<file path="src/line_context_selector_assert.svh">
// Assertion macros used by the line context selector module.
`ifndef LINE_CONTEXT_SELECTOR_ASSERT_SVH
`define LINE_CONTEXT_SELECTOR_ASSERT_SVH
`ifndef SYNTH
// same-cycle implication
`define LCS_ASSERT_IMP(label, ante, cons, msg) \
  label: assert property (@(posedge clk_i) disable iff (!rst_ni) (ante) |-> (cons)) \
    else $error(msg);
// next-cycle implication
`define LCS_ASSERT_NXT(label, ante, cons, msg) \
  label: assert property (@(posedge clk_i) disable iff (!rst_ni) (ante) |=> (cons)) \
    else $error(msg);
`else
`define LCS_ASSERT_IMP(label, ante, cons, msg)
`define LCS_ASSERT_NXT(label, ante, cons, msg)
`endif
`endif

</file>
<file path="src/lcs_pkg.sv">
// Types, codes and helpers for the line context selector.
package lcs_pkg;

  localparam int unsigned LCS_MAX_BEFORE = 16;
  localparam int unsigned LCS_LINE_BITS  = 32;

  localparam int unsigned LCS_BEFORE_W = 5;
  localparam int unsigned LCS_AFTER_W  = 8;
  localparam int unsigned LCS_OMODE_W  = 3;
  localparam int unsigned LCS_CFG_W    = 8;
  localparam int unsigned LCS_IDX_W    = 2;
  localparam int unsigned LCS_OUT_W    = 32;

  // configuration register indexes
  localparam logic [LCS_IDX_W-1:0] REG_BEFORE_COUNT = 2'd0;
  localparam logic [LCS_IDX_W-1:0] REG_AFTER_COUNT  = 2'd1;
  localparam logic [LCS_IDX_W-1:0] REG_OUTPUT_MODE  = 2'd2;
  localparam logic [LCS_IDX_W-1:0] REG_INVERT_MATCH = 2'd3;

  // output modes
  localparam logic [LCS_OMODE_W-1:0] OMODE_TEXT    = 3'd0;
  localparam logic [LCS_OMODE_W-1:0] OMODE_COMPACT = 3'd1;
  localparam logic [LCS_OMODE_W-1:0] OMODE_JSON    = 3'd2;
  localparam logic [LCS_OMODE_W-1:0] OMODE_COUNT   = 3'd3;
  localparam logic [LCS_OMODE_W-1:0] OMODE_FILES   = 3'd4;

  // input item codes
  localparam logic ITEM_LINE = 1'b0;
  localparam logic ITEM_EOF  = 1'b1;

  typedef enum logic [1:0] {
    KIND_MATCH  = 2'd0,
    KIND_BEFORE = 2'd1,
    KIND_AFTER  = 2'd2,
    KIND_FILE   = 2'd3
  } lcs_kind_e;

  typedef struct packed {
    logic mode;
    logic line_matched;
  } lcs_in_t;

  typedef struct packed {
    logic [LCS_OUT_W-1:0] line_num;
    lcs_kind_e            kind;
    logic                 separator_before;
    logic [LCS_OUT_W-1:0] match_count;
    logic                 last;
  } lcs_out_t;

  // chain operation from the controller
  typedef struct packed {
    logic push;
    logic flush;
  } lcs_chain_ctrl_t;

  // per-cell operation
  typedef struct packed {
    logic load;
    logic shift;
  } lcs_cell_ctrl_t;

  function automatic lcs_out_t lcs_mk_out(logic [LCS_OUT_W-1:0] ln, lcs_kind_e kd,
                                          logic sep, logic [LCS_OUT_W-1:0] cnt,
                                          logic lst);
    lcs_out_t r;
    r.line_num         = ln;
    r.kind             = kd;
    r.separator_before = sep;
    r.match_count      = cnt;
    r.last             = lst;
    return r;
  endfunction

endpackage

</file>
<file path="src/line_context_selector.sv">
// Line context selector: numbers lines and picks match, before and after lines.
// A line item is taken only in S_IDLE; in modes that show lines a selected one then flushes
// each stored line of the cell chain (ring fill, at most MAX_BEFORE) and then the match line,
// one line per cycle while the output slot is free; other items emit at most one beat.
// Results leave a registered output stage, up to one beat a cycle as out_ready_i allows.
// rst_ni clears control registers and per-file state at once; chain cells, pend_q and out_q are not reset.
`include "line_context_selector_assert.svh"
module line_context_selector #(
  parameter int unsigned MAX_BEFORE = lcs_pkg::LCS_MAX_BEFORE,
  parameter int unsigned LINE_BITS  = lcs_pkg::LCS_LINE_BITS
) (
  input  logic                                clk_i,
  input  logic                                rst_ni,
  input  logic                                in_valid_i,
  output logic                                in_ready_o,
  input  lcs_pkg::lcs_in_t                    in_data_i,
  output logic                                out_valid_o,
  input  logic                                out_ready_i,
  output lcs_pkg::lcs_out_t                   out_data_o,
  input  logic                                cfg_valid_i,
  output logic                                cfg_ready_o,
  input  logic [lcs_pkg::LCS_IDX_W-1:0]       cfg_index_i,
  input  logic [lcs_pkg::LCS_CFG_W-1:0]       cfg_data_i
);
  import lcs_pkg::*;

  localparam int unsigned FILL_W = $clog2(MAX_BEFORE + 1);
  localparam int unsigned CMP_W  = (FILL_W > LCS_BEFORE_W) ? FILL_W : LCS_BEFORE_W;

  typedef enum logic [3:0] {
    S_IDLE   = 4'b0001,
    S_FLUSH  = 4'b0010,
    S_MATCH  = 4'b0100,
    S_SINGLE = 4'b1000
  } lcs_state_e;

  lcs_state_e               state_q, state_d;
  logic [LCS_BEFORE_W-1:0]  before_q;
  logic [LCS_AFTER_W-1:0]   after_q;
  logic [LCS_OMODE_W-1:0]   omode_q;
  logic                     invert_q;

  logic [LINE_BITS-1:0]     lc_q, lc_d;
  logic [LINE_BITS-1:0]     le_q, le_d;
  logic [LCS_OUT_W-1:0]     total_q, total_d;
  logic [LCS_AFTER_W-1:0]   after_left_q, after_left_d;
  logic [FILL_W-1:0]        fill_q, fill_d;
  logic [FILL_W-1:0]        cnt_q, cnt_d;
  logic [FILL_W-1:0]        k_q, k_d;
  logic                     sep_q, sep_d;
  logic                     file_done_q, file_done_d;
  lcs_out_t                 pend_q, pend_d;
  logic                     out_valid_q, out_valid_d;
  lcs_out_t                 out_q, out_d;

  logic                     text;
  logic                     slot_free;
  logic                     sel;
  logic [FILL_W-1:0]        b_eff;
  logic [LINE_BITS-1:0]     lc_inc;
  logic [LCS_OUT_W-1:0]     total_inc;
  logic [LINE_BITS-1:0]     gap;
  logic                     sep_hit;
  logic [LINE_BITS-1:0]     head;
  logic                     emit;
  lcs_out_t                 res;
  lcs_chain_ctrl_t          chain_ctrl;

  assign cfg_ready_o = 1'b1;
  assign in_ready_o  = (state_q == S_IDLE);
  assign out_valid_o = out_valid_q;
  assign out_data_o  = out_q;

  always_ff @(posedge clk_i or negedge rst_ni) begin
    if (!rst_ni) begin
      before_q <= '0;
      after_q  <= '0;
      omode_q  <= '0;
      invert_q <= 1'b0;
    end else if (cfg_valid_i) begin
      case (cfg_index_i)
        REG_BEFORE_COUNT: before_q <= cfg_data_i[LCS_BEFORE_W-1:0];
        REG_AFTER_COUNT:  after_q  <= cfg_data_i[LCS_AFTER_W-1:0];
        REG_OUTPUT_MODE:  omode_q  <= cfg_data_i[LCS_OMODE_W-1:0];
        REG_INVERT_MATCH: invert_q <= cfg_data_i[0];
        default: ;
      endcase
    end
  end

  assign text = !(omode_q == OMODE_JSON || omode_q == OMODE_COUNT ||
                  omode_q == OMODE_FILES);
  assign slot_free = !out_valid_q || out_ready_i;
  assign sel = in_data_i.line_matched ^ invert_q;
  assign b_eff = (CMP_W'(before_q) > CMP_W'(MAX_BEFORE)) ? FILL_W'(MAX_BEFORE)
                                                         : FILL_W'(before_q);
  assign lc_inc    = (lc_q != '1) ? lc_q + LINE_BITS'(1) : lc_q;
  assign total_inc = (total_q != '1) ? total_q + LCS_OUT_W'(1) : total_q;
  assign gap = LINE_BITS'(after_q) + LINE_BITS'(b_eff) + LINE_BITS'(1);
  assign sep_hit = text && (omode_q != OMODE_COMPACT) && (le_q != '0) &&
                   (lc_inc > le_q) && ((lc_inc - le_q) > gap);

  lcs_chain #(
    .DEPTH  (MAX_BEFORE),
    .W      (LINE_BITS),
    .FILL_W (FILL_W)
  ) u_chain (
    .clk_i  (clk_i),
    .ctrl_i (chain_ctrl),
    .fill_i (fill_q),
    .new_i  (lc_inc),
    .head_o (head)
  );

  always_comb begin
    state_d      = state_q;
    lc_d         = lc_q;
    le_d         = le_q;
    total_d      = total_q;
    after_left_d = after_left_q;
    fill_d       = fill_q;
    cnt_d        = cnt_q;
    k_d          = k_q;
    sep_d        = sep_q;
    file_done_d  = file_done_q;
    pend_d       = pend_q;
    emit         = 1'b0;
    res          = pend_q;
    chain_ctrl   = '0;

    case (state_q)
      S_IDLE: begin
        if (in_valid_i) begin
          if (in_data_i.mode == ITEM_EOF) begin
            if ((omode_q == OMODE_JSON || omode_q == OMODE_COUNT) && total_q != '0) begin
              pend_d  = lcs_mk_out('0, KIND_FILE, 1'b0, total_q, 1'b1);
              state_d = S_SINGLE;
            end
            lc_d         = '0;
            le_d         = '0;
            total_d      = '0;
            after_left_d = '0;
            fill_d       = '0;
            file_done_d  = 1'b0;
          end else if (!file_done_q) begin
            lc_d = lc_inc;
            if (sel) begin
              total_d = total_inc;
              if (omode_q == OMODE_FILES) begin
                pend_d      = lcs_mk_out('0, KIND_FILE, 1'b0, total_inc, 1'b1);
                file_done_d = 1'b1;
                state_d     = S_SINGLE;
              end else if (omode_q != OMODE_COUNT) begin
                sep_d        = sep_hit;
                cnt_d        = fill_q;
                k_d          = (fill_q < b_eff) ? fill_q : b_eff;
                after_left_d = after_q;
                fill_d       = '0;
                state_d      = (fill_q != '0) ? S_FLUSH : S_MATCH;
              end
            end else if (after_left_q != '0) begin
              if (omode_q != OMODE_COUNT && omode_q != OMODE_FILES) begin
                pend_d  = lcs_mk_out(LCS_OUT_W'(lc_inc), KIND_AFTER, 1'b0, total_q, 1'b1);
                state_d = S_SINGLE;
                if (text) begin
                  le_d = lc_inc;
                end
              end
              after_left_d = after_left_q - LCS_AFTER_W'(1);
            end else if (b_eff != '0) begin
              chain_ctrl.push = 1'b1;
              if (fill_q != FILL_W'(MAX_BEFORE)) begin
                fill_d = fill_q + FILL_W'(1);
              end
            end
          end
        end
      end
      S_FLUSH: begin
        if (slot_free) begin
          chain_ctrl.flush = 1'b1;
          if (cnt_q <= k_q && (!text || head > le_q)) begin
            emit  = 1'b1;
            res   = lcs_mk_out(LCS_OUT_W'(head), KIND_BEFORE, sep_q, total_q, 1'b0);
            sep_d = 1'b0;
            if (text) begin
              le_d = head;
            end
          end
          cnt_d = cnt_q - FILL_W'(1);
          if (cnt_q == FILL_W'(1)) begin
            state_d = S_MATCH;
          end
        end
      end
      S_MATCH: begin
        if (slot_free) begin
          emit    = 1'b1;
          res     = lcs_mk_out(LCS_OUT_W'(lc_q), KIND_MATCH, sep_q, total_q, 1'b1);
          state_d = S_IDLE;
          if (text) begin
            le_d = lc_q;
          end
        end
      end
      S_SINGLE: begin
        if (slot_free) begin
          emit    = 1'b1;
          res     = pend_q;
          state_d = S_IDLE;
        end
      end
      default: begin
        state_d = S_IDLE;
      end
    endcase
  end

  always_comb begin
    out_valid_d = out_valid_q && !out_ready_i;
    out_d       = out_q;
    if (emit) begin
      out_valid_d = 1'b1;
      out_d       = res;
    end
  end

  always_ff @(posedge clk_i or negedge rst_ni) begin
    if (!rst_ni) begin
      state_q      <= S_IDLE;
      lc_q         <= '0;
      le_q         <= '0;
      total_q      <= '0;
      after_left_q <= '0;
      fill_q       <= '0;
      cnt_q        <= '0;
      k_q          <= '0;
      sep_q        <= 1'b0;
      file_done_q  <= 1'b0;
      out_valid_q  <= 1'b0;
    end else begin
      state_q      <= state_d;
      lc_q         <= lc_d;
      le_q         <= le_d;
      total_q      <= total_d;
      after_left_q <= after_left_d;
      fill_q       <= fill_d;
      cnt_q        <= cnt_d;
      k_q          <= k_d;
      sep_q        <= sep_d;
      file_done_q  <= file_done_d;
      out_valid_q  <= out_valid_d;
    end
  end

  always_ff @(posedge clk_i) begin
    pend_q <= pend_d;
    out_q  <= out_d;
  end

  `LCS_ASSERT_IMP(a_fill_bound, 1'b1, fill_q <= FILL_W'(MAX_BEFORE), "ring fill above depth")
  `LCS_ASSERT_IMP(a_flush_cnt, state_q == S_FLUSH, cnt_q != '0, "flush with nothing left")
  `LCS_ASSERT_IMP(a_before_not_last, out_valid_o && out_data_o.kind == KIND_BEFORE,
                  !out_data_o.last, "before beat marked last")
  `LCS_ASSERT_NXT(a_eof_clear, in_valid_i && in_ready_o && in_data_i.mode == ITEM_EOF,
                  fill_q == '0 && total_q == '0 && lc_q == '0, "file state kept after eof")

endmodule

</file>
<file path="src/lcs_cell.sv">
// One cell of the before-context chain: holds one stored line number.
module lcs_cell #(
  parameter int unsigned W = 32
) (
  input  logic                    clk_i,
  input  lcs_pkg::lcs_cell_ctrl_t ctrl_i,
  input  logic [W-1:0]            new_i,
  input  logic [W-1:0]            nbr_i,
  output logic [W-1:0]            val_o
);
  import lcs_pkg::*;

  logic [W-1:0] val_q, val_d;

  always_comb begin
    val_d = val_q;
    if (ctrl_i.load) begin
      val_d = new_i;
    end else if (ctrl_i.shift) begin
      val_d = nbr_i;
    end
  end

  always_ff @(posedge clk_i) begin
    val_q <= val_d;
  end

  assign val_o = val_q;

endmodule

</file>
<file path="src/lcs_chain.sv">
// Row of line-number cells; oldest entry sits in cell 0, flush shifts toward it.
module lcs_chain #(
  parameter int unsigned DEPTH  = 16,
  parameter int unsigned W      = 32,
  parameter int unsigned FILL_W = 5
) (
  input  logic                     clk_i,
  input  lcs_pkg::lcs_chain_ctrl_t ctrl_i,
  input  logic [FILL_W-1:0]        fill_i,
  input  logic [W-1:0]             new_i,
  output logic [W-1:0]             head_o
);
  import lcs_pkg::*;

  logic [W-1:0] val   [DEPTH];
  logic [W-1:0] nbr   [DEPTH];
  logic         full;
  logic         shift;

  assign full  = (fill_i == FILL_W'(DEPTH));
  assign shift = ctrl_i.flush || (ctrl_i.push && full);

  for (genvar i = 0; i < DEPTH; i++) begin : g_cell
    lcs_cell_ctrl_t cctrl;

    assign cctrl.load  = ctrl_i.push && !full && (fill_i == FILL_W'(i));
    assign cctrl.shift = shift;

    if (i == DEPTH - 1) begin : g_tail
      assign nbr[i] = ctrl_i.push ? new_i : val[i];
    end else begin : g_mid
      assign nbr[i] = val[i+1];
    end

    lcs_cell #(
      .W (W)
    ) u_cell (
      .clk_i  (clk_i),
      .ctrl_i (cctrl),
      .new_i  (new_i),
      .nbr_i  (nbr[i]),
      .val_o  (val[i])
    );
  end

  assign head_o = val[0];

endmodule

</file>
<file path="config.mk">
export PLATFORM = sky130hd
export DESIGN_NAME = line_context_selector
export DESIGN_NICKNAME = d
export VERILOG_FILES = /design/src/lcs_pkg.sv /design/src/line_context_selector.sv /design/src/lcs_cell.sv /design/src/lcs_chain.sv
export VERILOG_INCLUDE_DIRS = /design/src /design/src/src
export SDC_FILE = /design/constraint.sdc
export NUM_CORES = 1
export LEC_CHECK = 0
export ABC_CLOCK_PERIOD_IN_PS = 8900
export BUFFER_PORTS_ARGS = -buffer_cell sky130_fd_sc_hd__buf_2
export CAP_MARGIN = 0
export CORE_ASPECT_RATIO = 1.2
export CORE_UTILIZATION = 30
export DETAILED_ROUTE_END_ITERATION = 8
export HOLD_SLACK_MARGIN = 0.15
export PLACE_DENSITY = 0.43
export SYNTH_ARGS = -nofsm -noshare
export SYNTH_HDL_FRONTEND = slang
export SYNTH_SLANG_ARGS = --single-unit
</file>
<file path="constraint.sdc">
create_clock -name clk_i -period 8.9 [get_ports clk_i]
set_input_delay 1.78 -clock clk_i [delete_from_list [all_inputs] [get_ports clk_i]]
set_output_delay 1.78 -clock clk_i [all_outputs]
set_load 0.02 [all_outputs]
</file>
==> results.md <==
* Worst hold slack at between 0.4 and 0.5 ns
* Cells after synthesis at between 3000 and 4000
* Peak supply drop at around 0.00013 V
* Slowest CP cell: mux2i_2
* Filler instances at roughly 13000
* CP Launch Type: flop
* Mapped cell area at about 38000 µm²
* Die ar. at around 130000 µm²
* Post-route setup slack at approximately 2.2 ns
* Largest cells by area after synthesis: edfxtp_1 (51%), dfrtp_1 (9.3%), o21ai_0 (8.5%)
* Core Area at 126700 µm²
* Number of H-tree levels at 3
* Syn Area/Cell at 10.59 µm²
* DR pass1 iterations at 9
* Pre-CTS setup slack at 2.225 ns
* Placed Area at between 40000 and 50000 µm²
* Ratio of cells with drive above 1 in the final layout at 0.1247
* Cts repair resizes at 0
* Number of global-route vias before repair at around 27000
* CP Max Fanout at 19
* Max incr delay on CP at about 0.94 ns
* Post-Route WL at 128600 µm
* Crit path cell chain: and3_1, nand4_2, nor3_4, nand2_1, mux2i_2, inv_1, ha_1, nor2b_2, o21bai_1, nand2_1, a21o_1, a21oi_1, xnor2_1, ha_1, o21ai_0, o21bai_1, a221oi_1, a31oi_1, a211oi_1, nand4_1, nand4b_1, a2111o_1, o31a_1
* Yosys reg bits at roughly 790
* Iteration-0 DRC Markers at 2112
* Outcome: finished, violations left
* Largest net degree at the start of global routing at 90
* Final setup TNS at 0 ns
* Worst EP required at ~9.5 ns
* Nets at 3732
* Unrepaired setup endpoints after global routing: no
* Top delay family on crit path: compound AO/OA/AOI/OAI gates
* Final setup viols at 0
* Worst slew margin at 0.1220
* Layout area overhead at 13.67%
* Drt wl/cell at 24.02 µm
* Slew of the pin with the lowest slew margin at approximately 1.3 ns
* Die Y at 393.6 µm
* DIE WIDTH at 328.4 µm
* Clock Path Buffers at 3
* Ys async rst share at 0.1815
* Min-delay worst type: reg -> reg
* CP Class: reg -> reg
* Count leader, synth: nand2_1
* Max Clock Skew at between 0.02 and 0.03 ns
* Grt total ovfl at 0
* Yosys synthesis warning count at 0
* CP Capture Type: flop
* Post-synth top flop: edfxtp_1
* Vias post-DR at 27880
* CTS tree: built
* Port-buffer cells at 86
* DP HPWL at around 85000 µm
* Mapped Nets at approximately 3700
* Initial antenna violation count at 1
* Hold Buf Count CTS at 0
* Top-area cell type share of the netlist area at 0.5051
* GP Congestion at 0.9309
* EDFF count, synth at 645
* All-layer global routing usage at 0.1970
* CP Data Arrival Time at about 7.3 ns
* Final Hold Vio Count at 0
* Antenna-violating nets left at 0
* Max cap viols at 0
* Core Rows at 143
* Fmax at 149.1 MHz
* CTS buffer count at 90
* Antenna diodes at 0
* Min cycle time layout at approximately 6.7 ns
* Clock-pin slew on the worst setup and hold paths at approximately 0.070 ns
* Finished Cell Area at approximately 44000 µm²
* Post-CTS Setup Bufs at 0
* Ports at slightly below 90
* # DRC at 16
* Clk Latency, worst-skew pair at about 0.7 ns
* Seq/Total Area, Yosys at 0.5985
* Cell Pwr Density at between 200 and 250 nW/µm²
* First-pass GRT wire length at 189100 µm
* Leakage Power at ~0.017 µW
* Clock Root Buffer: clkbuf_16
* Yosys cell types at just under 100
* Max-slew violation count at 0
* Routed vias/inst at 5.205
* Starting Density at 0.3027
* Period utilization at 0.7534
* Post-synth top area cell: edfxtp_1
* CTS Sinks at slightly below 800
* Failing checks: DRC
* Most frequent cells after synthesis: nand2_1 (736), o21ai_0 (648), edfxtp_1 (645), clkbuf_1 (205), nor2_1 (143)
* CP bufs+invs at 1
==> metal layers <==
| metal | GRT usage | vias to the layer above | wire length [µm] |
|---|---|---|---|
| met4 | 0.06204 | 0 | 3395 |
| met2 | 0.3354 | 643 | 63140 |
| met3 | 0.02234 | 166 | 4890 |
| met5 | 0 | - | 0 |
| li1 | - | 13040 | - |
| met1 | 0.2596 | 14030 | 57210 |
==> cell families after synthesis <==
| group | synth area share |
|---|---|
| buffers and inverters | 0.03903 |
| multiplexers | 0.01729 |
| other | 0.00009780 |
| flip-flops | 0.5985 |
| AND/OR/NAND/NOR | 0.1398 |
| XOR/XNOR | 0.01958 |
| AO/OA/AOI/OAI | 0.1527 |
| adder cells (fa/ha/maj) | 0.03302 |
==> where the power goes <==
| group | total [µW] | internal (µW) | switching [µW] |
|---|---|---|---|
| clock | 3700 | 2070 | 1630 |
| sequential | 4500 | 4270 | 227 |
| combinational | 2670 | 877 | 1800 |
| total | 10900 | 7220 | 3650 |
==> sequential cells by signal (all words and copies together) (netlist names), 3 cells and up <==
name,cells
omode_q,3
after_left_q,8
total_q,32
cnt_q,5
before_q,5
fill_q,5
u_chain.g_cell.u_cell.val_o,512
le_q,32
state_q,4
k_q,5
after_q,8
lc_q,32
out_data_o,68
pend_q,65
==> path summary, 6_finish.rpt <==
kind,startpoint,endpoint,slack [ns],cells past startpoint
setup / recovery,lc_q[25],sep_q,2.19,23
hold / removal,k_q[0],k_q[0],0.47,2
setup reg to reg,lc_q[25],sep_q,2.19,23
hold reg to reg,k_q[0],k_q[0],0.47,2
max in group asynchronous,rst_ni,le_q[15],6.23,2
min in group asynchronous,rst_ni,after_q[0],1.21,1
==> cell usage in the layout, fill, tap and decap left out, types with 19 or more instances in the layout <==
master / instances
o21ai_1: 38
a21o_1: 19
buf_2: 85
nor4_1: 19
nor3_1: 36
dfrtp_1: 142
nand4_1: 43
buf_4: 82
edfxtp_1: 645
a21oi_1: 120
a22oi_1: 36
and3_1: 27
xnor2_1: 34
clkbuf_16: 91
mux2_2: 50
nor2b_1: 21
nand3_1: 49
o31ai_1: 23
xnor2_2: 19
o21ai_0: 648
inv_1: 108
ha_1: 98
nor2_1: 137
nand2_1: 729
==> metrics by stage <==
step | std cells | util | total power, µW
6_report | 5356 | 0.3441 | 10870
5_1_grt | 5356 | 0.3441 | 11380
4_1_cts | 5356 | 0.3441 | 10990
3_5_place_dp | 5190 | 0.3213 | 7238
3_3_place_gp | 5190 | 0.3213 | 7248
2_1_floorplan | 3620 | - | 6286
==> worst min-delay path, delay by kind of cell (launching register included) <==
family,cells,cell delay [ns]
DFF,1,0.34
and+or+nand+nor,2,0.10
==> cell type report <==
| type | count | area [µm²] | share of cell area |
|---|---|---|---|
| Clock inverter | 51 | 452.9 | 0.01039 |
| Multi-Input combinational cell | 2458 | 14200 | 0.3258 |
| Clock buffer | 115 | 2437 | 0.05592 |
| Timing Repair Buffer | 168 | 1052 | 0.02414 |
| Sequential cell | 788 | 22950 | 0.5265 |
| Inverter | 109 | 409.1 | 0.009387 |
| Tap cell | 1667 | 2086 | 0.04785 |
Power figures use the tool's default switching activity.
